--- config.mk ---
export PLATFORM = sky130hd
export DESIGN_NAME = srq_ram
export DESIGN_NICKNAME = d
export VERILOG_FILES = /design/src/rtl/core/srq_ram.sv
export SDC_FILE = /design/constraint.sdc
export NUM_CORES = 1
export LEC_CHECK = 0
export BUFFER_PORTS_ARGS = -buffer_cell sky130_fd_sc_hd__buf_2
export CAP_MARGIN = 40
export CORE_MARGIN = 10
export CORE_UTILIZATION = 48
export CTS_BUF_LIST = sky130_fd_sc_hd__clkbuf_8
export DETAILED_ROUTE_END_ITERATION = 6
export HOLD_SLACK_MARGIN = 0.03
export PLACE_DENSITY = 0.67
export SLEW_MARGIN = 20
export SYNTH_ARGS = -nofsm -noshare
export SYNTH_HDL_FRONTEND = slang
export SYNTH_SLANG_ARGS = --single-unit
--- constraint.sdc ---
create_clock -name clk -period 1.8 [get_ports clk]
set_clock_uncertainty 0.1 [all_clocks]
set_input_delay 0.36 -clock clk [delete_from_list [all_inputs] [get_ports clk]]
set_output_delay 0.36 -clock clk [all_outputs]
set_load 0.02 [all_outputs]
--- src/rtl/core/srq_ram.sv ---
// Generic single-port-write, single-port-read RAM with registered read.
// No dependencies.
`default_nettype none
module srq_ram #(
  parameter int Width = 8,
  parameter int Depth = 16
) (
  input wire logic clk,
  input wire logic we,
  input wire logic [$clog2(Depth)-1:0] waddr,
  input wire logic [Width-1:0] wdata,
  input wire logic [$clog2(Depth)-1:0] raddr,
  output logic [Width-1:0] rdata
);
  logic [Width-1:0] mem [Depth];
  always_ff @(posedge clk) begin
    if (we) begin
      mem[waddr] <= wdata;
    end
    rdata <= mem[raddr];
  end
endmodule
`default_nettype wire

After elaboration in Yosys (flattened, before gate mapping) --
Memory sizes are Yosys's and may differ from the RTL's. A register that Yosys moved wholly into a read port is not among the register bits. Index checks and enable logic that the tools add are counted.
Cells by class: mux-type cells 2
Operator list (count):
- $mux W1 | 2
Storage, ports and cells: memories 1, logic and storage cells 3, output and inout port bits 8, bits in registers 0, input port bits 18, memory bits (writable) 128
Memories:
- mem | words 16, width 8, read ports 1, clocked after memory_dff 1, write ports 1, RTL line 15 | logic [Width-1:0] mem [Depth];

Logic depth before layout (Yosys ltp) --
depth in word-level cells 2, mapped depth 5, mapped depth without buffers 3

Least setup slack after synthesis --
OpenSTA, ideal clock, no wires.
kind input to register, start input port waddr[2], end memory mem[0][0] (enable), slack -0.153 ns, arrival 1.470 ns, stages on the path 2, buffers on the path 0, library setup time 0.383 ns, required time 1.317 ns, cell sequence or3b_2 > nor3_1
RTL lines:
- start: declaration | RTL line 10 | input wire logic [$clog2(Depth)-1:0] waddr,
- end: declaration | RTL line 15
No word-level cell before the write port.

==> key figures <==
Status
  – Status: finished clean

STA
  – Fin. max-slew vios: 0
  – Slew HR: 0.565
  – Hold_ws: approximately 200 ps
  – Period utilization: 0.810
  – Final min period: about 1500 ps
  – Final setup vio count: 0
  – RSZ-0062 raised after global routing: no
  – Least-Margin Pin Slew: roughly 650 ps
  – FMAX: about 0.69 GHz
  – Setup ws final: about 340 ps
  – Final hold vios: 0

Placed design
  – DP Worst Slack: -67.2 ps
  – Gp weighted congestion: around 0.84
  – I/O Buffers: 25
  – Post-detail-place hpwl: 6280 um

Critical path
  – R2R Setup Slk: 340 ps
  – CP delay by family, top: multiplexers
  – Worst endpoint required time: 2020 ps
  – Buffers & Inverters on Critical Path: 0
  – CP Capture Point: rdata[0]
  – R2r endpoint: rdata[0]
  – Crit path depth: 3
  – Crit Path Class: reg -> reg
  – RR Startpoint: mem[5][0]
  – CP Capture Type: register
  – CP arrival: roughly 1700 ps
  – CP Max Fanout: 1
  – CP Launch Point: mem[5][0]
  – R2r worst-path depth: 3
  – Cell Chain, Critical Path: mux4_1 -> a22oi_1 -> nand2_1
  – Slowest stage delay, CP: about 540 ps
  – Crit-path slowest cell: mux4_1
  – Critical path launch point type: register

Synth
  – Synth area leaders: edfxtp_1 75%, mux4_2 7.9%, mux4_1 7.1%
  – Synth Area in Adders: 0
  – Gate Count Post-Synth: around 230
  – Synth Area in XOR/XNOR: 0
  – Post-synthesis mux area share: 0.150
  – #FFs+latches synth: roughly 140
  – Top cell type's share of synthesized area: 0.747
  – Largest family of logic cells by synthesized area: multiplexers
  – Number of distinct library cells after synthesis: 19
  – Syn_nets: 247
  – Synth area leader: edfxtp_1
  – Mean Syn Cell Area: 22.5 um2
  – Register area share after synthesis: 0.778
  – Post-Syn Area: between 5000 and 6000 um2
  – Complex-gate fraction of the synthesized area: 0.0233
  – Synth Area in Simple Gates: 0.0318
  – Synth warnings: 0

Clock network
  – TritonCTS buffer count: 17
  – Quantity of hold-fixing buffers added after cts: 0
  – Sinks on Clock Net: ~140
  – Clk_lat worst skew: about 430 ps
  – H-tree levels: 4
  – Post-CTS sizing: 0
  – Postcts setup bufs: 0
  – Root Driver: clkbuf_8
  – Reg clk slew, reported paths: approximately 80 ps
  – Clock buffer depth: 2
  – CTS tree: done

Finish
  – Fin nets: a little over 300
  – Commonest cells after routing, fill and taps aside: 128 x edfxtp_1, 26 x buf_4, 25 x buf_2, 18 x mux4_2, 18 x clkbuf_8
  – Core occupancy in the finished layout: 0.583
  – # fillers: 790
  – Diodes inserted: 0
  – Commonest non-fill, non-tap cell in the layout: edfxtp_1
  – Share of cells above drive strength 1: 0.341
  – Synthesis-to-finish area growth: 17.5%

Die
  – Core area: 10400 um2
  – Die area: ~15000 um2
  – Rows: 37
  – Die Wd: around 120 um
  – Die height: around 120 um
  – Initial core utilization: 0.496
  – I/O pin count: 26

Route
  – Vias: around 2400
  – Residual DRC count: 0
  – DR WL/cell: 21.2 um
  – Router iterations before antenna repair: 4
  – Via density: between 5 and 6
  – Antenna-violating nets left: 0
  – DR iter-0 viols: 221
  – Drt total wl: around 9400 um

Global routing
  – GRT Total Usage: 0.137
  – First-pass GRT wire length: approximately 15000 um
  – Largest net degree at the start of global routing: 23
  – Initial antenna violation count: 0
  – Vias in the first global route: about 2600
  – Global route overflow: 0

Power and ir drop
  – Max VDD drop: a little under 600 uV
  – Leakage: roughly 2.1 nW
  – PwrDens: 1080 nW/um2
  – Pwr Total: 0.00655 W

Worst hold path
  – Hold Path Class: in -> reg

Run
  – Max-cap violations: 0
==> kinds of logic (layout without fill, tap and decap cells) <==
logic type      count (synthesis)  in the layout
mux                            32             32
flops                         136            136
compound gates                 16             16
simple gates                   35             35
buf+inv                        10             86
==> area by class of cell <==
class / instances / area [um2] / area share
sequential: 136 / 4000 / 0.662
clock buffer: 18 / 248 / 0.0410
clock inverter: 14 / 184 / 0.0304
multi-input combinational: 83 / 1060 / 0.176
timing repair buffer: 54 / 380 / 0.0629
tap: 136 / 170 / 0.0281
==> flip-flops by register name, indices dropped and copies added (netlist names) <==
| signal | cells |
|---|---|
| rdata | 8 |
| mem | 128 |
==> where the power goes <==
group	total (W)	switching (W)	internal [W]
clock network	0.00264	0.00110	0.00153
registers	0.00355	0.0000171	0.00354
logic	0.000360	0.000205	0.000155
total	0.00655	0.00132	0.00522
==> per-stage QoR <==
step	std cells	instance area, um2	setup TNS [ps]
6_report	441	6050	0
3_5_place_dp	409	5620	-236
2_1_floorplan	229	5150	0
3_3_place_gp	409	5620	-204
4_1_cts	441	6050	0
5_1_grt	441	6050	0
==> routing by layer <==
metal | global-route usage | up-vias | part of all wire
met1 | 0.182 | 1222 | 0.43
met4 | 0.0611 | 0 | 0.014
li1 | - | 1098 | -
met3 | 0.0378 | 12 | 0.070
met5 | 0 | - | 0
met2 | 0.206 | 89 | 0.49
==> how the worst min path moves through the flow <==
stage	from	end	slack, ps	cells after the start
2_1_floorplan	wdata[0]	mem[0][0]	360	0
3_3_place_gp	mem[15][5]	rdata[5]	550	3
3_5_place_dp	mem[12][0]	rdata[0]	550	3
4_1_cts	wdata[4]	mem[14][4]	180	1
5_1_grt	wdata[4]	mem[14][4]	190	1
6_report	wdata[4]	mem[14][4]	200	1
==> synthesized netlist by cell type <==
library cell / n
nor3_1: 4
nor2b_1: 1
nand3_1: 1
mux4_1: 14
buf_4: 1
nand2b_1: 2
and2b_1: 1
clkdlybuf4s25_2: 3
a22oi_1: 16
nor2_1: 13
dfxtp_1: 8
nand2_1: 9
and2_1: 1
nand3b_1: 2
or3b_2: 1
buf_2: 3
edfxtp_1: 128
buf_6: 3
mux4_2: 18
No activity file was read; power rests on OpenSTA's default activity.
